## src/rtl/baro_sensor_compensation_assert.svh

```systemverilog
// Assertion macros shared by the compensation RTL.
// Each macro turns into nothing when SYNTHESIS is defined.
`ifndef BARO_SENSOR_COMPENSATION_ASSERT_SVH
`define BARO_SENSOR_COMPENSATION_ASSERT_SVH
`ifndef SYNTHESIS
`define BSC_ASSERT(lbl, clk, rst_n, prop) \
    lbl: assert property (@(posedge clk) disable iff (!rst_n) prop) \
        else $error("assertion failed");
`define BSC_ASSERT_NEVER(lbl, clk, rst_n, cond) \
    lbl: assert property (@(posedge clk) disable iff (!rst_n) !(cond)) \
        else $error("forbidden condition seen");
`else
`define BSC_ASSERT(lbl, clk, rst_n, prop)
`define BSC_ASSERT_NEVER(lbl, clk, rst_n, cond)
`endif
`endif

```

## src/rtl/bsc_pkg.sv

```systemverilog
// Shared types, constants and coefficient helpers for the compensation block.
// No dependencies.
package bsc_pkg;

    localparam int RAW_W     = 20;
    localparam int CFG_W     = 48;
    localparam int CFG_IDX_W = 2;
    localparam int DIV_STEPS = 64;

    // Configuration register indexes.
    localparam logic [CFG_IDX_W-1:0] REG_TEMP    = 2'd0;
    localparam logic [CFG_IDX_W-1:0] REG_PRESS_A = 2'd1;
    localparam logic [CFG_IDX_W-1:0] REG_PRESS_B = 2'd2;
    localparam logic [CFG_IDX_W-1:0] REG_PRESS_C = 2'd3;

    localparam logic [63:0] TFINE_OFFSET = 64'd128000;
    localparam logic [63:0] PRESS_FULL   = 64'd1048576;
    localparam logic [63:0] PRESS_SCALE  = 64'd3125;
    localparam logic [31:0] TEMP_ROUND   = 32'd128;
    localparam logic [63:0] P1_BIAS      = 64'h0000_8000_0000_0000;

    typedef struct packed {
        logic [CFG_W-1:0] temp;
        logic [CFG_W-1:0] press_a;
        logic [CFG_W-1:0] press_b;
        logic [CFG_W-1:0] press_c;
    } t_coeffs;

    typedef struct packed {
        logic [31:0]      tfine;
        logic [31:0]      temp;
        logic [RAW_W-1:0] adp;
    } t_front_res;

    typedef struct packed {
        logic [31:0] temp;
        logic        zero;
    } t_div_tag;

    typedef struct packed {
        logic [31:0] temp;
        logic [31:0] press;
        logic        invalid;
    } t_result;

    // Signed 16-bit calibration word, sign-extended to 64 bits.
    function automatic logic [63:0] word_s(input logic [CFG_W-1:0] r, input int pos);
        logic [15:0] w;
        w = r[pos +: 16];
        return {{48{w[15]}}, w};
    endfunction

    // Unsigned 16-bit calibration word, zero-extended to 64 bits.
    function automatic logic [63:0] word_u(input logic [CFG_W-1:0] r, input int pos);
        logic [15:0] w;
        w = r[pos +: 16];
        return {48'd0, w};
    endfunction

endpackage

```

## src/rtl/bsc_front.sv

```systemverilog
// Front end: accepts raw beats and runs the 32-bit temperature path.
// Depends on bsc_pkg.
module bsc_front (
    input  logic                     i_clk,
    input  logic                     i_rst_n,
    input  logic                     i_push,
    output logic                     o_full,
    input  logic [bsc_pkg::RAW_W-1:0] i_raw_temperature,
    input  logic [bsc_pkg::RAW_W-1:0] i_raw_pressure,
    input  bsc_pkg::t_coeffs         i_coeffs,
    output logic                     o_q_push,
    output bsc_pkg::t_front_res      o_q_data,
    input  logic                     i_q_full
);
    import bsc_pkg::*;

    logic [6:0]        r_vld;
    logic              w_adv;
    logic [RAW_W-1:0]  r_adp [7];
    logic [RAW_W-1:0]  r0_adt;
    logic signed [17:0] r1_d1;
    logic signed [16:0] r1_d2;
    logic signed [33:0] r2_pa;
    logic signed [33:0] r2_pb;
    logic signed [20:0] r3_a;
    logic signed [19:0] r3_bq;
    logic signed [20:0] r4_a;
    logic signed [35:0] r4_pc;
    logic [31:0]       r5_tfine;
    logic [31:0]       r6_tfine;
    logic [31:0]       r6_temp;
    logic [15:0]       w_t1;
    logic signed [15:0] w_t2;
    logic signed [15:0] w_t3;
    logic [17:0]       w_b;
    logic [31:0]       w_m;
    logic [31:0]       w_temp;

    assign w_t1 = i_coeffs.temp[15:0];
    assign w_t2 = i_coeffs.temp[31:16];
    assign w_t3 = i_coeffs.temp[47:32];

    // The whole front advances unless its last beat cannot enter the queue.
    assign w_adv    = !r_vld[6] || !i_q_full;
    assign o_full   = !w_adv;
    assign o_q_push = r_vld[6] && w_adv;

    always_ff @(posedge i_clk) begin
        if (!i_rst_n) begin
            r_vld <= '0;
        end else if (w_adv) begin
            r_vld <= {r_vld[5:0], i_push};
        end
    end

    assign w_b    = r4_pc[31:14];
    assign w_m    = (r5_tfine << 2) + r5_tfine + TEMP_ROUND;
    assign w_temp = $signed(w_m) >>> 8;

    // Temperature stages; every intermediate wraps at 32 bits.
    always_ff @(posedge i_clk) begin
        if (w_adv) begin
            r0_adt   <= i_raw_temperature;
            r_adp[0] <= i_raw_pressure;
            for (int k = 1; k < 7; k++) begin
                r_adp[k] <= r_adp[k-1];
            end
            r1_d1    <= {1'b0, r0_adt[19:3]} - {1'b0, w_t1, 1'b0};
            r1_d2    <= {1'b0, r0_adt[19:4]} - {1'b0, w_t1};
            r2_pa    <= r1_d1 * w_t2;
            r2_pb    <= r1_d2 * r1_d2;
            r3_a     <= r2_pa[31:11];
            r3_bq    <= r2_pb[31:12];
            r4_a     <= r3_a;
            r4_pc    <= r3_bq * w_t3;
            r5_tfine <= {{11{r4_a[20]}}, r4_a} + {{14{w_b[17]}}, w_b};
            r6_tfine <= r5_tfine;
            r6_temp  <= w_temp;
        end
    end

    assign o_q_data = '{tfine: r6_tfine, temp: r6_temp, adp: r_adp[6]};

endmodule

```

## config.mk

```make
export PLATFORM = sky130hd
export DESIGN_NAME = bsc_front
export DESIGN_NICKNAME = d
export VERILOG_FILES = /design/src/rtl/baro_sensor_compensation_assert.svh /design/src/rtl/bsc_pkg.sv /design/src/rtl/bsc_front.sv
export SDC_FILE = /design/constraint.sdc
export NUM_CORES = 2
export LEC_CHECK = 0
export BUFFER_PORTS_ARGS = -buffer_cell sky130_fd_sc_hd__buf_2
export CAP_MARGIN = 25
export CORE_UTILIZATION = 55
export CTS_BUF_LIST = sky130_fd_sc_hd__clkbuf_4
export CTS_CLUSTER_SIZE = 30
export DETAILED_ROUTE_END_ITERATION = 6
export PLACE_DENSITY = 0.86
export RECOVER_POWER = 50
export SYNTH_ARGS = -nofsm -noshare
export SYNTH_HDL_FRONTEND = slang
export SYNTH_SLANG_ARGS = --single-unit
```

## constraint.sdc

```tcl
create_clock -name i_clk -period 14.15 [get_ports i_clk]
set_clock_uncertainty 0.1 [all_clocks]
set_input_delay 0.7075 -clock i_clk [delete_from_list [all_inputs] [get_ports i_clk]]
set_output_delay 0.7075 -clock i_clk [all_outputs]
set_load 0.01 [all_outputs]
```

* Yosys cells after proc, flatten, opt, wreduce, memory -nomap -nowiden
Memories as Yosys holds them, arrays and structs flattened.
Index checks and enable logic that the tools add are counted.
** Storage, ports and cells
- Register bits after elaboration :: 308
- Latch bits :: 0
- Bits in writable memories :: 140
- Bits in read-only memories :: 0
- Input bits :: 236
- Output and inout port bits :: 86
- Logic and storage cells :: 29
- Memories kept :: 1
** Operators by class
- Add/sub/neg operators :: 5
- Multiply operators :: 3
- Divide/modulo/power cells :: 0
- Magnitude comparators :: 0
- Equal/unequal tests :: 0
- Shift-type cells :: 0
- Mux-type cells :: 2
- Bitwise operators :: 0
- Reductions and logical operators :: 5
** Memory list
- r_adp :: depth 7, width 20, read ports 7, clocked after memory_dff 0, write ports 7, RTL line bsc_front.sv:19 : logic [RAW_W-1:0] r_adp [7];
** Operators by type and width (count)
- adder 32 bit :: 1
- adder 32 x 8 -> 32 bit (second input constant) :: 1
- multiplier 17 x 17 -> 32 bit :: 1
- multiplier 18 x 16 -> 32 bit :: 1
- multiplier 20 x 16 -> 32 bit :: 1
- adder 21 x 18 -> 22 bit :: 1
- subtractor 17 x 17 -> 18 bit :: 1
- subtractor 16 x 16 -> 17 bit :: 1
- zero test 1 bit :: 3
- 2-to-1 mux 1 bit :: 2
- logical AND 1 bit :: 1
- logical OR 1 bit :: 1

* Logic depth before layout (Yosys ltp)
- Depth after elaboration :: 4
- Depth in mapped cells :: 26
- Mapped depth without buffers :: 24

* Worst setup path before layout
Ideal clock, no wire load.
- Kind :: input-to-reg
- From :: input i_q_full
- To :: register r_vld[6]
- Setup time :: 0.132 ns
- Arrival time :: 11.923 ns
- Required time :: 13.918 ns
- Slack :: 1.995 ns
- Cell stages on the path :: 3
- Buffers on the path :: 0
- Cell sequence :: nand2_1 > clkinv_1 > o21a_1
** On the way
- Cells in the longest elaborated chain, start to end :: 2
** RTL lines
- from (decl) :: RTL line bsc_front.sv:13 : input logic i_q_full
- zero test 1 bit :: RTL line bsc_front.sv:44 : assign w_adv = !r_vld[6] || !i_q_full;
- logical OR 1 bit :: RTL line bsc_front.sv:44
- to (signal assigned) :: RTL line bsc_front.sv:52 : r_vld <= {r_vld[5:0], i_push};
- to (decl) :: RTL line bsc_front.sv:17 : logic [6:0] r_vld;
No other way between the ends.
A chain may end at the register's enable or synchronous reset.

==> results_dict.tcl <==
set metrics [dict create \
    outcome "complete, but fails checks" \
    failed_checks "max-capacitance violations, max-slew violations" \
    synthDominantAreaCellType "fa_1" \
    drtAntennaViolNets 0 \
    first_pass_iters 6 \
    setup_viol 0 \
    grt_overflow_total 0 \
    hp-class "input pin to register" \
    worstSetupPathType "register to register" \
    clock_tree.buffer_depth 3 \
    cts.sink_count 371 \
    regArea_um2 11100 \
    dieHeight_um 283 \
    cts.reportedPaths.clkPinSlew_ns 0.07 \
    period_share_pct 52.4 \
    reg2reg_depth 21 \
    die-width_um 283 \
    grt_first_pass_wirelength_um 152000 \
    count_of_flip_flops_with_a_built_in_enable_after_synthesis 364 \
    cts_resized 0 \
    place_area_um2 45300 \
    cts_tree "yes" \
    initial_utilization_pct 56.0 \
    synth_largest_type_area_fraction_pct 37.5 \
    setup.worst_path.start_class "register" \
    synthesized_netlist_net_count 5411 \
    distinct_cell_type_count_after_synthesis 63 \
    grt_antenna_before_repair 6 \
    average_wire_per_cell_in_the_routed_design_um 16.9 \
    synthMostInstantiatedCell "inv_1" \
    worst_slew_pin_slew_ns 3.55 \
    crit_start "r1_d1[17]$_DFFE_PN_" \
    synth_ff_type "edfxtp_1" \
    drv.max_cap_violation_count 2 \
    layout_cells_sized_above_1_pct 8.03 \
    core_area_um2 77800 \
    synth_seq_area_share_pct 25.4 \
    clock_latency_ns 0.88 \
    place_hpwl_um 69500 \
    layoutNonFillerInstCount 5346 \
    async_set_or_reset_register_ratio_after_synthesis_pct 0 \
    synth_area_per_cell_um2 10.8 \
    totalNegativeSetupSlack_ns 0 \
    post-route-cell-area_um2 46900 \
    pin_count_of_the_biggest_net_entering_global_routing 94 \
    io-pin-count 322 \
    timing_hold_violations_final 0 \
    timing.fmax_mhz 135 \
    groute.usage.overall_pct 23.6 \
    finalNetCount 5599 \
    post_synth_instance_area_um2 43600 \
    post_synth_main_area_contributors "fa_1 (38%), edfxtp_1 (25%), ha_1 (9.2%)" \
    die_area_um2 80300 \
    holdCritStartpoint "i_coeffs[144]" \
    vias 28185 \
    post_cts_hold_buffer_count 40 \
    nFillCells 6078 \
    timing.rr.start "r1_d1[17]$_DFFE_PN_" \
    place_congestion 0.870 \
    drt-vias-per-instance 5.27 \
    crit_path_max_fanout 31 \
    cts_made_buffers 95 \
    worstPathRequired_ns 14.65 \
    final_routed_wirelength_um 90600 \
    drtIter0Drc 1888 \
    pre_cts_ws_ns 6.83 \
    unrepaired_setup_endpoints_after_global_routing "no" \
    area_delta_synth_final_pct 7.76 \
    port_buffers 174 \
    root_buffer_master "clkbuf_4" \
    first_global_vias 31775 \
    cts.repair_timing.setup_buffer_count 0 \
    netlist_instances 4037 \
    dpl.cell_count 5126 \
    multiInputGateArea_um2 28100 \
    arrival_ns 7.90 \
    ys_seq_elements 371 \
    worst_case_setup_margin_in_the_final_layout_ns 6.74 \
    final_period_minus_worst_setup_slack_ns 7.41 \
    yosys_warnings 0 \
    leading_post_synthesis_cells_by_instance_count "inv_1 (1,013), fa_1 (816), nand2_1 (418)" \
    end_kind "register" \
    hold-path-cell-count 3 \
    finalMaxSlewViolations 129 \
    h-tree-depth 3 \
    slew-limit-headroom_pct -137 \
    num_rows 102 \
    drt_drc_violations_left 0 \
]
-- critical path, stage by stage, from the launching register on --
cell      delay [ns]
edfxtp_1        0.68
buf_4           0.37
nand2_1         0.15
inv_1           0.13
fa_1            0.72
inv_1           0.14
fa_1            0.82
inv_1           0.16
fa_1            0.49
fa_1            0.56
fa_1            0.44
fa_1            0.45
ha_1            0.34
nand2_1         0.11
nor2_1          0.08
a221oi_1        0.33
o211ai_1        0.15
a221o_1         0.36
nand2_1         0.11
o211ai_1        0.14
a21oi_1         0.20
xor2_1          0.10
-- kinds of logic (layout without fill, tap and decap cells) --
group           after synthesis  count (layout)  synth area share, %
fa+ha+maj                  1138            1138                 46.7
buf+inv                    1160            1421                 10.2
compound gates              228             228                 3.56
xor+xnor                    147             147                 2.96
flops                       371             371                 25.4
simple gates                991             991                 11.1
other cells                   0               8                    0
mux                           2               2               0.0488
-- cells in the final DEF (no fill, tap or decap), types with 10 or more instances in the layout --
cell              n
edfxtp_1        364
nand3_1          18
fa_1            816
a211oi_1         11
clkinv_2         10
nand2_1         418
o21a_1           23
nor2b_1          31
buf_2           155
o21ai_0          39
clkinv_1         18
a21boi_0         10
and2_1          330
a21oi_1          57
ha_1            322
nand2b_1         18
nor2_1          108
clkbuf_1         21
buf_4            20
xor2_1           35
xnor2_1         112
and3_1           10
dlygate4sd3_1    40
clkbuf_4        135
inv_1          1013
nor3_1           25
a21o_1           24
-- registers in the layout, indices dropped and copies added (netlist names) --
register,cells
r_vld,7
r4_pc,18
r1_d1,18
r6_tfine,22
r6_temp,24
r4_a,21
r3_a,21
r0_adt,17
r2_pa,21
r_adp,140
r3_bq,20
r5_tfine,22
r2_pb,20
-- area by class of cell --
| type | instances | share of cell area [%] |
|---|---|---|
| Antenna cell | 8 | 0.0426 |
| Clock buffer | 135 | 2.16 |
| Clock inverter | 35 | 0.485 |
| Inverter | 1014 | 8.11 |
| Multi-Input combinational cell | 2506 | 59.8 |
| Sequential cell | 371 | 23.6 |
| Tap cell | 1040 | 2.77 |
| Timing Repair Buffer | 237 | 3.05 |
-- stage by stage --
step	hold WS [ns]	util [%]
global route	0.118	60.3
global placement	0.300	58.2
detailed placement	0.305	58.2
CTS	0.100	60.3
finish	0.193	60.3
floorplan	0.300	-
-- final timing paths --
path                    endpoint  slack [ns]
min reg2reg   r4_a[16]$_DFFE_PN_        0.27
max reg2reg  r2_pb[31]$_DFFE_PN_        6.74
min           r1_d1[1]$_DFFE_PN_        0.19
max          r2_pb[31]$_DFFE_PN_        6.74
-- metal layers --
layer  GRT usage [%]  up-vias  share of wire [%]
met5               0        -              0.014
met4            11.0        2                4.0
li1                -    12582                  -
met1            27.9    14221                 37
met3            4.09      274                7.1
met2            42.0     1106                 52
Power is not shown: default switching activity piles up to over one toggle a cycle in this logic, so the estimate is an artifact.
