## config.mk

```make
export PLATFORM = sky130hd
export DESIGN_NAME = bsc_mid_q
export DESIGN_NICKNAME = d
export VERILOG_FILES = /design/src/rtl/baro_sensor_compensation_assert.svh /design/src/rtl/bsc_pkg.sv /design/src/rtl/bsc_mid_q.sv
export SDC_FILE = /design/constraint.sdc
export NUM_CORES = 1
export LEC_CHECK = 0
export ABC_AREA = 1
export BUFFER_PORTS_ARGS = -buffer_cell sky130_fd_sc_hd__buf_2
export CORE_ASPECT_RATIO = 1.25
export CORE_MARGIN = 4
export CORE_UTILIZATION = 29
export CTS_BUF_LIST = sky130_fd_sc_hd__clkbuf_4 sky130_fd_sc_hd__clkbuf_8
export CTS_CLUSTER_DIAMETER = 120
export DETAILED_ROUTE_END_ITERATION = 6
export PLACE_DENSITY_LB_ADDON = 0.08
export REMOVE_ABC_BUFFERS = 1
export SYNTH_ARGS = -nofsm -noshare
export SYNTH_HDL_FRONTEND = slang
export SYNTH_SLANG_ARGS = --single-unit
export TNS_END_PERCENT = 10
```

## constraint.sdc

```tcl
create_clock -name i_clk -period 7.08 [get_ports i_clk]
set_input_delay 0.354 -clock i_clk [delete_from_list [all_inputs] [get_ports i_clk]]
set_output_delay 0.354 -clock i_clk [all_outputs]
set_load 0.005 [all_outputs]
```

## src/rtl/baro_sensor_compensation_assert.svh

```systemverilog
// Assertion macros shared by the compensation RTL.
// Each macro turns into nothing when SYNTHESIS is defined.
`ifndef BARO_SENSOR_COMPENSATION_ASSERT_SVH
`define BARO_SENSOR_COMPENSATION_ASSERT_SVH
`ifndef SYNTHESIS
`define BSC_ASSERT(lbl, clk, rst_n, prop) \
    lbl: assert property (@(posedge clk) disable iff (!rst_n) prop) \
        else $error("assertion failed");
`define BSC_ASSERT_NEVER(lbl, clk, rst_n, cond) \
    lbl: assert property (@(posedge clk) disable iff (!rst_n) !(cond)) \
        else $error("forbidden condition seen");
`else
`define BSC_ASSERT(lbl, clk, rst_n, prop)
`define BSC_ASSERT_NEVER(lbl, clk, rst_n, cond)
`endif
`endif

```

## src/rtl/bsc_pkg.sv

```systemverilog
// Shared types, constants and coefficient helpers for the compensation block.
// No dependencies.
package bsc_pkg;

    localparam int RAW_W     = 20;
    localparam int CFG_W     = 48;
    localparam int CFG_IDX_W = 2;
    localparam int DIV_STEPS = 64;

    // Configuration register indexes.
    localparam logic [CFG_IDX_W-1:0] REG_TEMP    = 2'd0;
    localparam logic [CFG_IDX_W-1:0] REG_PRESS_A = 2'd1;
    localparam logic [CFG_IDX_W-1:0] REG_PRESS_B = 2'd2;
    localparam logic [CFG_IDX_W-1:0] REG_PRESS_C = 2'd3;

    localparam logic [63:0] TFINE_OFFSET = 64'd128000;
    localparam logic [63:0] PRESS_FULL   = 64'd1048576;
    localparam logic [63:0] PRESS_SCALE  = 64'd3125;
    localparam logic [31:0] TEMP_ROUND   = 32'd128;
    localparam logic [63:0] P1_BIAS      = 64'h0000_8000_0000_0000;

    typedef struct packed {
        logic [CFG_W-1:0] temp;
        logic [CFG_W-1:0] press_a;
        logic [CFG_W-1:0] press_b;
        logic [CFG_W-1:0] press_c;
    } t_coeffs;

    typedef struct packed {
        logic [31:0]      tfine;
        logic [31:0]      temp;
        logic [RAW_W-1:0] adp;
    } t_front_res;

    typedef struct packed {
        logic [31:0] temp;
        logic        zero;
    } t_div_tag;

    typedef struct packed {
        logic [31:0] temp;
        logic [31:0] press;
        logic        invalid;
    } t_result;

    // Signed 16-bit calibration word, sign-extended to 64 bits.
    function automatic logic [63:0] word_s(input logic [CFG_W-1:0] r, input int pos);
        logic [15:0] w;
        w = r[pos +: 16];
        return {{48{w[15]}}, w};
    endfunction

    // Unsigned 16-bit calibration word, zero-extended to 64 bits.
    function automatic logic [63:0] word_u(input logic [CFG_W-1:0] r, input int pos);
        logic [15:0] w;
        w = r[pos +: 16];
        return {48'd0, w};
    endfunction

endpackage

```

## src/rtl/bsc_mid_q.sv

```systemverilog
// Two-entry queue between the temperature front end and the pressure back end.
// Depends on bsc_pkg.
module bsc_mid_q (
    input  logic                i_clk,
    input  logic                i_rst_n,
    input  logic                i_push,
    input  bsc_pkg::t_front_res i_data,
    output logic                o_full,
    input  logic                i_pop,
    output logic                o_empty,
    output bsc_pkg::t_front_res o_data
);
    import bsc_pkg::*;

    t_front_res r_mem [2];
    logic       r_wp;
    logic       r_rp;
    logic [1:0] r_cnt;
    logic       w_push;
    logic       w_pop;

    assign o_full  = (r_cnt == 2'd2);
    assign o_empty = (r_cnt == 2'd0);
    assign w_push  = i_push && !o_full;
    assign w_pop   = i_pop && !o_empty;

    // Pointers and fill count.
    always_ff @(posedge i_clk) begin
        if (!i_rst_n) begin
            r_wp  <= 1'b0;
            r_rp  <= 1'b0;
            r_cnt <= 2'd0;
        end else begin
            if (w_push) begin
                r_wp <= !r_wp;
            end
            if (w_pop) begin
                r_rp <= !r_rp;
            end
            r_cnt <= r_cnt + {1'b0, w_push} - {1'b0, w_pop};
        end
    end

    always_ff @(posedge i_clk) begin
        if (w_push) begin
            r_mem[r_wp] <= i_data;
        end
    end

    assign o_data = r_mem[r_rp];

endmodule

```

### Word-level counts from Yosys, hierarchy flattened

Memories as Yosys holds them, arrays and structs flattened. A register that Yosys moved wholly into a read port is not among the register bits.
Index checks and enable logic that the tools add are counted.

| storage, ports and cells | value |
|---|---|
| bits in registers | 4 |
| latch bits | 0 |
| RAM bits | 168 |
| ROM bits | 0 |
| input port bits | 88 |
| output and inout bits | 86 |
| logic and storage cells | 18 |
| memories kept | 1 |

Memory list:

| memory | words | width | read ports | clocked after memory_dff | wr ports | RTL line | source |
|---|---|---|---|---|---|---|---|
| r_mem | 2 | 84 | 1 | 1 | 1 | bsc_mid_q.sv:15 | `t_front_res r_mem [2];` |

| operators by class | value |
|---|---|
| $add $sub $neg | 2 |
| multiply operators | 0 |
| divide/modulo/power cells | 0 |
| order comparisons | 0 |
| equal/unequal tests | 1 |
| shift operators | 0 |
| multiplexer cells | 4 |
| bitwise operators | 0 |
| reductions and logical operators | 7 |

Operators with widths:

| kind | number |
|---|---|
| 1-bit logical NOT | 4 |
| 1-bit two-way mux | 4 |
| 2-bit by 1-bit adder with 2-bit output | 1 |
| 2-bit equality test, second input constant | 1 |
| 1-bit logical AND | 2 |
| 2-bit logical NOT | 1 |
| 2-bit by 1-bit subtractor with 2-bit output | 1 |

### Logic depth before layout (Yosys ltp)

Gate-level depths: netlist of the first run.

| logic depth | value |
|---|---|
| word-level depth | 5 |
| mapped depth | 11 |
| depth with buffers taken out | 11 |

### Least setup slack after synthesis of the first run

Ideal clock, no wire load.

| path | value |
|---|---|
| path kind | reg2reg |
| from | reg r_cnt[0] |
| to | mem r_mem[0][0] in the netlist's numbering (enable) |
| setup time | 527 ps |
| data arrival time | 4062 ps |
| setup slack | 2492 ps |
| stages on the path, launching flop included | 5 |
| buffers on the path | 0 |
| cell sequence | dfxtp_1 > inv_1 > nand2_1 > nand2_1 > nor2_1 |

| between the ends | value |
|---|---|
| longest elaborated chain between the ends | 5 |

Ends and longest elaborated chain:

| item | RTL line | source |
|---|---|---|
| from (decl) | bsc_mid_q.sv:18 | `logic [1:0] r_cnt;` |
| from (signal assigned) | bsc_mid_q.sv:40 | `r_cnt <= r_cnt + {1'b0, w_push} - {1'b0, w_pop};` |
| 2-bit equality test | bsc_mid_q.sv:22 | `assign o_full = (r_cnt == 2'd2);` |
| 1-bit logical NOT | bsc_mid_q.sv:24 | `assign w_push = i_push && !o_full;` |
| 1-bit logical AND | bsc_mid_q.sv:24 |  |
| 1-bit two-way mux | bsc_mid_q.sv:45 | `if (w_push) begin` |
| 1-bit two-way mux (implied by the code) | bsc_mid_q.sv:46 | `r_mem[r_wp] <= i_data;` |
| to (decl) | bsc_mid_q.sv:15 |  |

Every way passes these cells.

==> results of run 1 <==
metal layers:
metal  vias up  GRT usage  part of all wire
met3        18     0.0358             0.067
met4         4     0.0452             0.017
met1      1616      0.106              0.36
met5         -          0            0.0021
met2        95      0.186              0.55
li1       1532          -                 -
power by group through the flow:
stage / Combinational, uW / Sequential, uW / Clock [uW]
after global placement: 658 / 1390 / 0
after global routing: 706 / 1380 / 717
final: 639 / 1370 / 639
after detailed placement: 663 / 1390 / 0
after floorplan: 400 / 1420 / 0
after CTS: 665 / 1370 / 675
cells in the mapped netlist (all sizes together):
cell	count
a21oi	2
nor2	8
nand3	3
edfxtp	168
buf	9
ha	2
nand2	9
inv	9
dfxtp	5
mux2	84
layout by cell type, fill, tap and decap left out, types with 3 or more instances in the layout:
cell type / synthesis / layout
sky130_fd_sc_hd__clkinv_1: 0 / 3
sky130_fd_sc_hd__nand2_1: 9 / 9
sky130_fd_sc_hd__mux2_4: 60 / 60
sky130_fd_sc_hd__buf_4: 0 / 3
sky130_fd_sc_hd__dfxtp_1: 5 / 4
sky130_fd_sc_hd__mux2_2: 24 / 24
sky130_fd_sc_hd__edfxtp_1: 168 / 168
sky130_fd_sc_hd__inv_6: 0 / 4
sky130_fd_sc_hd__clkbuf_8: 0 / 17
sky130_fd_sc_hd__buf_2: 2 / 173
sky130_fd_sc_hd__nor2_1: 8 / 7
sky130_fd_sc_hd__nand3_1: 3 / 3
sky130_fd_sc_hd__inv_1: 9 / 8
area by class of cell:
| type | instances | area, sq um | area share |
|---|---|---|---|
| inverters | 9 | 35.0 | 0.00434 |
| clock buffers | 19 | 249 | 0.0308 |
| well taps | 283 | 354 | 0.0438 |
| multi-input cells | 108 | 1290 | 0.160 |
| flip-flops and latches | 173 | 5150 | 0.637 |
| clock inverters | 13 | 114 | 0.0141 |
| repair buffers | 176 | 888 | 0.110 |
registers in the layout, indices dropped and copies added (netlist names), named ones only:
register	count
r_wp	1
r_rp	1
r_cnt	2
r_mem	168
logic make-up (layout without fill, tap and decap cells):
kind of cell,count (synthesis),in the layout,synth area share
adder cells (fa/ha/maj),2,2,0.00382
AO/OA/AOI/OAI,2,2,0.00153
AND/OR/NAND/NOR,20,20,0.0120
buffers and inverters,18,217,0.0187
flip-flops,173,173,0.785
multiplexers,84,84,0.179
per-stage QoR:
stage,util,cells
final,0.364,781
after global routing,0.364,781
after CTS,0.364,781
after detailed placement,0.348,749
after global placement,0.348,749
after floorplan,-,290
worst max path at each step:
| stage | from | endpoint | slack, ps | cells past startpoint |
|---|---|---|---|---|
| global placement | r_cnt[0] | r_mem[0][14] | 4500 | 5 |
| floorplan | r_cnt[0] | r_mem[0][0] | 2490 | 4 |
| CTS | flip-flop | o_data[10] | 4020 | 3 |
| global route | flip-flop | o_data[10] | 3970 | 3 |
| detailed placement | r_cnt[0] | r_mem[0][14] | 4400 | 5 |
| finish | flip-flop | o_data[10] | 4170 | 3 |
==> results summary, run 1 <==
The worst hold path terminates at r_mem[1][37]. In this run the power spent charging and discharging nets is 712 uW. The analysis attributes to cell leakage a power of 0.00312 uW.

The destination of the worst register-to-register timing path is r_mem[0][56]. Counting cells, the worst reg-to-reg path comes to 5. The average instance in the mapped netlist occupies 21.9 sq um. The tightest hold path in the finished design has a slack of 92.1 ps. The via count of the first global-routing pass was 3463.

The total routed wirelength is 13000 um. Internal power comes to 1930 uW. Prior to clock tree synthesis, the placed netlist has a worst setup slack of 4400 ps.

The final critical-path share of the clock period came out at 0.411. The count of max-cap constraint violations is 0. Setup repair after global routing left no endpoint under its margin. Entering global routing, the biggest net connects 63 pins. The final-report max-slew violation count came out at 0. Counting the fill cells in the layout gives 2147. The combined buffer and inverter count along the critical path came out at 2. The total via count after detailed routing is 3265. Of all cell types, the one taking the most synthesized area is sky130_fd_sc_hd__edfxtp_1.

The total count of hold-check failures in the final report was 0. Across the VDD grid, the largest voltage drop is 0.116 mV. The worst setup margin is 4170 ps. No sink is reached through more buffers than the 2 on the longest clock path. The slowest stage of the critical path belongs to the cell sky130_fd_sc_hd__buf_4.

The count of instances resized after the clock tree is built is 0. The TritonCTS buffer count came out at 17. The remaining global-route overflow came out at 0.

The width of the die came out at 142 um. TritonCTS built the clock tree. The final instance area is 8080 sq um. The hold path startpoint is i_data[37]. After detailed placement, the total cell area comes to 7720 sq um. The sum of negative setup slack is 0 ps.

For this run, design rule violations remaining after detail routing come to 0. For this run, the total global-route usage over all layers was measured as 0.103. The H-tree generated during clock tree synthesis spans 4 levels. The worst setup path is of the reg -> out kind. The placed wire-length estimate came out at 8480 um. The total of buffers placed on input and output ports is 173.

The synthesis-stage register bit count is 173. The achievable clock frequency is 0.344 GHz. The data arrival at the endpoint of the critical path came out at 2550 ps. After the last flow step, the layout net total stands at 575.

The initial utilization of the core area, before any placement, comes to 0.295. The synthesized netlist occupies a cell area of 6550 sq um. The area added between synthesis and finish is 23.3%. Setup violations remaining at the end of the flow were counted as 0.

The number of nets with antenna violations after detailed routing came out at 0. The die boundary height came out at 176 um. The run finished with clean final reports. The detailed-route wire length per cell came out at 16.6 um.

The transition at the pin with the smallest max-transition slack came out at 940 ps. Measured against its own limit, the worst slew margin works out to 0.373. The overall die area came out at 25100 sq um. The share of total power dissipated in combinational logic is 0.242. The initial antenna violation count came out at 2. The first TritonRoute pass finished after 4 iterations.

The placeable core region is 22200 sq um. Between clock sinks in the finished design, the worst skew comes to 14.4 ps. The post-CTS clock slew at the launch and capture registers of the worst setup and hold paths is 90 ps. The critical path capture point type is a primary output. The switching fraction of total power came out at 0.269. The routability-driven placement congestion ratio is 0.685.

The final antenna diode count came out at 0. The total power draw is 2640 uW. The layout cell share with drive strength beyond 1 came out at 0.586. The number of distinct standard cells referenced by the synthesized netlist is 12. In this run the clock root is driven by a sky130_fd_sc_hd__clkbuf_8.

The wire length of the first global-routing pass came out at 19000 um. The share of total power dissipated in the clock network is 0.242. The post-synthesis sequential area ratio came out at 0.785.

The category of cells accounting for the largest share of critical-path delay is buffers and inverters. The power per unit of standard cell area is 327 nW/um^2. Traced cell by cell, the critical path runs through buf_4 -> mux2_2 -> buf_2. In this run the critical register-to-register path is launched from r_cnt[0].

The number of buffers inserted to repair setup after CTS came out at 0. For this design the top-level I/O count stands at 174. The critical path data required time is 6730 ps.

By area the synthesized netlist is led by sky130_fd_sc_hd__edfxtp_1 (77%), sky130_fd_sc_hd__mux2_4 (14%), sky130_fd_sc_hd__mux2_2 (4.1%), sky130_fd_sc_hd__dfxtp_1 (1.5%), sky130_fd_sc_hd__buf_6 (1.2%). In this run the worst hold path is classified as in -> reg. The cell count after synthesis is 299. The worst setup path is launched from a flip-flop. The share of synthesized area in the top cell type comes to 0.770. Across all register-to-register paths, the minimum setup slack is 4520 ps. The cell depth of the worst hold path is 1. In the routed layout, each cell is associated on average with a via count of 4.18. The maximum cell stage delay along the critical path came out at 780 ps. The sink count of the clock tree is 173. The highest net fanout along the worst path is 45.

The post-cts hold buffer count is 0. Subtracting the final worst setup slack from the clock period gives 2910 ps. The insertion delay to the later sink of the worst-skew pair is 440 ps. The total of warnings raised by yosys came out at 0. The number of rows created at floorplan is 61. The fraction of power consumed by sequential logic came out at 0.517. The violation count after the first detailed-routing iteration came out at 131.
Power figures use the tool's default switching activity.
==> inputs of run 2 (changes only) <==
- clock period: 7.08 -> 2.66 ns (I/O delays scaled with it)
==> run 2 against run 1 <==
Utilization is 4.4 points higher. Total power grew to 2.8 times the previous value. Sequential share of layout area is 6.9 points lower. Critical path depth stayed put. Setup slack worse by 3700 ps. Via count is 9.6% higher. Sequential power grew to 2.6 times the previous value. Global-route usage is 0.80 points higher. Clock skew is 6.1 ps lower. Combinational power grew to 2.9 times the previous value. Wire length is 4.8% higher. Largest power group unchanged.
==> results summary, run 2 (synthesis results as in run 1) <==
The library cell used most frequently in the layout, excluding fill and tap cells, is sky130_fd_sc_hd__buf_2. The worst clock skew on the final layout came out at 8.34 ps (-6.09 ps). The data arrival at the endpoint of the critical path came out at 2030 ps (-520 ps).

The count of max-cap constraint violations came to 0 (unchanged). The final-report max-slew violation count is 0 (unchanged). The leakage power summed over all cells came out at 0.00353 uW (+13%). The die boundary height is 176 um (unchanged). In the layout the commonest cells are sky130_fd_sc_hd__buf_2 (173), sky130_fd_sc_hd__edfxtp_1 (168), sky130_fd_sc_hd__dlygate4sd3_1 (87), sky130_fd_sc_hd__mux2_4 (60), sky130_fd_sc_hd__mux2_2 (24). The maximum cell stage delay along the critical path was 760 ps (-20 ps).

The number of flip-flops under the largest register name came out at 168 (unchanged). The largest net degree at the start of global routing came to 85 (+35%). The placeable core region is 22200 sq um (unchanged).

The average via count per standard cell came out at 4.10 (-1.8%). The number of rows created at floorplan was 61 (unchanged). The total via count after detailed routing is 3578 (+9.6%).

The initial core utilization is 0.295 (unchanged). The critical path data required time came out at 2530 ps (-4200 ps). The post-CTS clock slew at the launch and capture registers of the worst setup and hold paths came out at 100 ps (about the same). The cell depth of the worst hold path was 2 (+1). The violation count after the first detailed-routing iteration is 153 (+17%). The number of cells after detailed placement was 753 (+0.53%). The total of buffers placed on input and output ports was 173 (unchanged). The transition at the pin with the smallest max-transition slack came out at 636 ps (-304 ps). The number of placed I/O pins is 174 (unchanged). The path depth of the worst reg2reg path is 5 (unchanged). Walking the worst path, the cells encountered are buf_12 -> mux2_2 -> buf_2. The combined buffer and inverter count along the critical path is 2 (unchanged). The kind of cell with the highest combined delay along the critical path is flip-flops. The element type at the critical path start is a flip-flop.

The post-place setup slack was 912 ps (-3490 ps). The wire length of the first global-routing pass is 21100 um (+11%). The placed wire-length estimate came out at 8850 um (+4.3%).

The number of H-tree branching levels came out at 4 (unchanged). The net total in the final layout came out at 666 (+16%). The final hold slack came out at 405 ps (+313 ps). The number of design rule violations left after detail routing is 0 (unchanged). The path category of the worst min-delay check is in -> reg. The register-to-register path setup slack is 1020 ps (-3500 ps).

The final critical-path share of the clock period is 0.814. The area growth from synthesis to layout is 38.4%. The insertion delay to the later sink of the worst-skew pair is 440 ps (about the same). The number of nets with antenna violations after detailed routing is 0 (unchanged).

The total routing resource utilization after global routing came out at 0.111 (+0.00805). The largest registers in the layout are r_mem (168), r_cnt (2). The clock tree root buffer cell is sky130_fd_sc_hd__clkbuf_8.

The worst hold path terminates at r_mem[0][77]. The worst hold path begins at i_data[77]. The cell with the biggest individual delay on the critical path is sky130_fd_sc_hd__dfxtp_4. The width of the die is 142 um (unchanged). The run finished with clean final reports. The via count of the first global-routing pass came out at 3861 (+11%). STA classifies the critical path endpoint as a primary output. The number of cells on the critical path is 3 (unchanged). The highest net fanout along the worst path is 34 (-24%). The fill cell total of the finished layout is 2099 (-2.2%).

The headroom to the max-slew limit came to 0.576 (+0.203). The maximum count of clock buffers along a single path came out at 2 (unchanged). The maximum VDD drop is 0.436 mV (+270%). The final antenna diode count is 0 (unchanged). The routability-driven placement congestion ratio is 0.717 (+4.7%). The worst setup path is of the reg -> out kind. The clock period could shrink to 2160 ps. The TritonCTS buffer count is 17 (unchanged). The initial antenna violation count came to 1 (-1).

The filler-free cell count of the finished design came out at 872 (+12%). The worst register-to-register path begins at r_cnt[0]. The first-pass iteration count of the detailed router was 4 (unchanged). The total count of hold-check failures in the final report came out at 0 (unchanged). The layout cell share with drive strength beyond 1 came out at 0.508 (-0.0787). The register with the most flip-flops is r_mem. The overall die area came out at 25100 sq um (unchanged). The worst setup margin is 495 ps (-3680 ps). The detailed-route wire length per cell is 15.6 um (-6.1%). The achievable clock frequency is 0.462 GHz.

The CTS tree is built. The remaining global-route overflow came out at 0 (unchanged). The destination of the worst register-to-register timing path is r_mem[0][33]. Setup repair after global routing left no endpoint under its margin. The number of buffers inserted to repair setup after CTS is 0 (unchanged).

The power per unit of standard cell area came out at 813 nW/um^2 (+150%). The sink count of the clock tree came out at 173 (unchanged). The number of setup violations in the final report is 0 (unchanged). The count of instances resized after the clock tree is built is 0 (unchanged).

The total routed wirelength is 13600 um (+4.8%).
run 2: final cells by class:
| class | instances | area (sq um) | share of cell area |
|---|---|---|---|
| multi-input cells | 108 | 1290 | 0.143 |
| inverters | 9 | 35.0 | 0.00386 |
| clock inverters | 15 | 176 | 0.0195 |
| well taps | 283 | 354 | 0.0391 |
| repair buffers | 267 | 1830 | 0.201 |
| flip-flops and latches | 173 | 5150 | 0.568 |
| clock buffers | 17 | 234 | 0.0258 |
run 2: worst max-delay path by stage:
| stage | from | endpoint |
|---|---|---|
| after global routing | flip-flop | o_data[10] |
| after floorplan | r_cnt[0] | r_mem[0][0] |
| after CTS | flip-flop | o_data[10] |
| after detailed placement | flip-flop | o_data[10] |
| after global placement | flip-flop | o_data[9] |
| final | flip-flop | o_data[10] |
run 2: what timing repair did:
item / CTS / global route
setup endpoints to repair: 0 / 0
hold endpoints to repair: 173 / 0
hold buffers: 87 / 0
run 2: per-stage QoR:
| stage | cell area [sq um] | utilization | power [uW] | setup TNS, ps |
|---|---|---|---|---|
| 2_1_floorplan | 6460 | - | 4840 | -233560 |
| 3_3_place_gp | 7790 | 0.351 | 5500 | 0 |
| 3_5_place_dp | 7790 | 0.351 | 5540 | 0 |
| 4_1_cts | 9070 | 0.408 | 7550 | 0 |
| 5_1_grt | 9070 | 0.408 | 7810 | 0 |
| 6_report | 9070 | 0.408 | 7370 | 0 |
run 2: routing by layer:
| layer | wire (um) | global-route usage | share of wire |
|---|---|---|---|
| met1 | 5220 | 0.119 | 0.38 |
| met2 | 7350 | 0.201 | 0.54 |
| met3 | 835 | 0.0396 | 0.061 |
| met4 | 179 | 0.0357 | 0.013 |
| met5 | 7 | 0 | 0.00051 |
run 2: report_power, final:
part           total, uW  switching [uW]  internal [uW]  leakage, uW
sequential          3630             173           3450      0.00161
clock               1880            1010            871     0.000201
combinational       1870             820           1050      0.00172
run 2: worst register-to-register path, stage by stage (launching register included):
cell,delay [ps]
sky130_fd_sc_hd__dfxtp_1,370
sky130_fd_sc_hd__inv_1,60
sky130_fd_sc_hd__nand2_1,120
sky130_fd_sc_hd__nand2_1,120
sky130_fd_sc_hd__nor2_4,120
sky130_fd_sc_hd__buf_12,400
==> inputs of run 3 (changes only) <==
- clock period: 2.66 -> 2.1 ns (I/O delays scaled with it)
==> run 3 against run 2 <==
Sequential power grew 24%. Register-to-register slack worse by 570 ps. Die area is the same. Critical endpoint unchanged. Largest power group unchanged.
==> results summary, run 3 (synthesis results as in run 1) <==
The number of design rule violations left after detail routing came to 0 (unchanged). The most common cell after layout, fill and taps aside is sky130_fd_sc_hd__buf_2. The cell with the biggest individual delay on the critical path is sky130_fd_sc_hd__dfxtp_4. The routability-driven placement congestion ratio came out at 0.771 (+7.5%). The insertion delay to the later sink of the worst-skew pair came out at 450 ps (about the same). The total placed instance area is 7810 sq um (+0.26%). The initial core utilization is 0.295 (unchanged). The TritonCTS buffer count is 17 (unchanged).

The critical path data required time came out at 2000 ps (-530 ps). The share of power burned in the clock network came out at 0.251 (-0.004). The switching fraction of total power is 0.271 (-0.000325).

The number of flip-flops under the largest register name is 168 (unchanged). The average via count per standard cell came out at 4.16 (+1.5%). The number of placed I/O pins is 174 (unchanged). The headroom to the max-slew limit is 0.699 (+0.123).

The number of cells on the critical path was 3 (unchanged). The wire length of the first global-routing pass came out at 20600 um (-2.2%). The leakage power summed over all cells is 0.00353 uW (+0.12%). The detailed-route wire length per cell is 15.4 um (-1.2%). The placed wire-length estimate came out at 8720 um (-1.5%).

The violation count after the first detailed-routing iteration is 140 (-8.5%). The category of cells accounting for the largest share of critical-path delay is buffers and inverters. The area added between synthesis and finish is 38.5% (about the same).

The cell depth of the worst hold path came out at 2 (unchanged). The power per unit of standard cell area is 1030 nW/um^2 (+26%). The total via count after detailed routing is 3636 (+1.6%). The fraction of power consumed by sequential logic is 0.483 (-0.009). The total routing resource utilization after global routing is 0.108 (-0.00278).

The transition at the pin with the smallest max-transition slack was 452 ps (-184 ps). The maximum VDD drop came out at 0.410 mV (-6.1%). The internal power consumption came out at 6790 uW (+26%).

The post-place setup slack is 496 ps (-416 ps). The critical path goes through buf_12 -> mux2_2 -> buf_2. The final instance area is 9070 sq um (about the same).

The via count of the first global-routing pass is 3914 (+1.4%). The number of setup violations in the final report is 0 (unchanged). Dividing the final minimum period by the clock period gives 0.849. The min-delay analysis places its worst path in the category in -> reg. The total routed wirelength is 13400 um (-1.1%).

TritonCTS built the clock tree. The sink count of the clock tree is 173 (unchanged). The placeable core region is 22200 sq um (unchanged). The library cells used most frequently in the layout, excluding fill and tap cells, are sky130_fd_sc_hd__buf_2 (173), sky130_fd_sc_hd__edfxtp_1 (168), sky130_fd_sc_hd__dlygate4sd3_1 (87), sky130_fd_sc_hd__mux2_4 (60), sky130_fd_sc_hd__mux2_2 (24).

By startpoint and endpoint, the worst setup path is classified as reg -> out. The data arrival at the endpoint of the critical path is 1680 ps (-350 ps). The overall die area is 25100 sq um (unchanged). The total of buffers placed on input and output ports is 173 (unchanged).

The path depth of the worst reg2reg path came out at 10 (+5). The worst setup path is captured at a primary output. The die boundary height is 176 um (unchanged). The number of rows created at floorplan is 61 (unchanged). The layout cell share with drive strength beyond 1 is 0.503 (-0.00425). The run finished with clean final reports.

The count of max-cap constraint violations is 0 (unchanged). The largest net degree at the start of global routing came out at 45 (-47%). The remaining global-route overflow was 0 (unchanged). The part of the power in combinational logic was 0.266 (+0.013). The net total in the final layout is 667 (+0.15%). The final-report max-slew violation count came out at 0 (unchanged).

The first-pass iteration count of the detailed router came out at 4 (unchanged). The combined buffer and inverter count along the critical path is 2 (unchanged). In this run the clock root is driven by a sky130_fd_sc_hd__clkbuf_8.

The achievable clock frequency is 0.561 GHz. STA classifies the critical path startpoint as a flip-flop. The width of the die is 142 um (unchanged). The maximum cell stage delay along the critical path was 390 ps (-370 ps). Setup repair after global routing left no endpoint under its margin. The largest registers in the layout are r_mem (168), r_cnt (2). The number of nets with antenna violations after detailed routing is 0 (unchanged). The initial antenna violation count came out at 1 (unchanged). The highest net fanout along the worst path came out at 44 (+29%). The register with the most flip-flops is r_mem. The power dissipated by switching net loads came out at 2520 uW (+26%). The number of H-tree branching levels is 4 (unchanged).

The worst setup margin came out at 318 ps (-177 ps). The worst path needs 1780 ps of the cycle, external delays included. The maximum count of clock buffers along a single path is 2 (unchanged). The fill cell total of the finished layout came out at 2069 (-1.4%). The final antenna diode count is 0 (unchanged). The post-CTS clock slew at the launch and capture registers of the worst setup and hold paths is 90 ps (about the same). The worst clock skew on the final layout was 14.0 ps (+5.66 ps). The total count of hold-check failures in the final report is 0 (unchanged).
[run 3: through the flow]
step,power (uW),std cells,hold slack [ps],setup TNS [ps],util
floorplan,6120,290,198,-371660,-
global placement,6980,754,293,0,0.351
detailed placement,7020,754,297,0,0.351
CTS,9520,873,323,0,0.409
global route,9860,873,314,0,0.409
finish,9310,873,374,0,0.409
[run 3: worst paths after layout]
kind	endpoint	slack (ps)	from
setup reg to reg	r_cnt[1]	450	r_cnt[0]
hold / removal	r_mem[0][14]	370	i_data[14]
hold reg to reg	flip-flop	520	r_rp
setup / recovery	o_data[10]	320	flip-flop
[run 3: power groups by stage]
| stage | Clock [uW] | Sequential [uW] | Combinational (uW) |
|---|---|---|---|
| finish | 2330 | 4500 | 2480 |
| global route | 2600 | 4540 | 2710 |
| CTS | 2450 | 4510 | 2570 |
| detailed placement | 0 | 4580 | 2430 |
| global placement | 0 | 4560 | 2420 |
| floorplan | 0 | 4780 | 1350 |
[run 3: timing repair]
action	in CTS	in global routing
hold endpoints to repair	173	0
setup buffers	0	0
resized for setup	0	0
hold buffers	87	0
[run 3: metal layers]
metal / up-vias / wire length (um) / track usage
met5: - / 7 / 0
met4: 2 / 137 / 0.0357
met3: 9 / 828 / 0.0415
met2: 102 / 7280 / 0.190
met1: 1806 / 5190 / 0.119
li1: 1717 / - / -
[run 3: area by class of cell]
cell class / instances / area, sq um / area share
Clock buffer: 17 / 234 / 0.0258
Clock inverter: 15 / 163 / 0.0179
Inverter: 9 / 35.0 / 0.00386
Multi-Input combinational cell: 108 / 1290 / 0.142
Sequential cell: 173 / 5150 / 0.567
Tap cell: 283 / 354 / 0.0390
Timing Repair Buffer: 268 / 1850 / 0.204
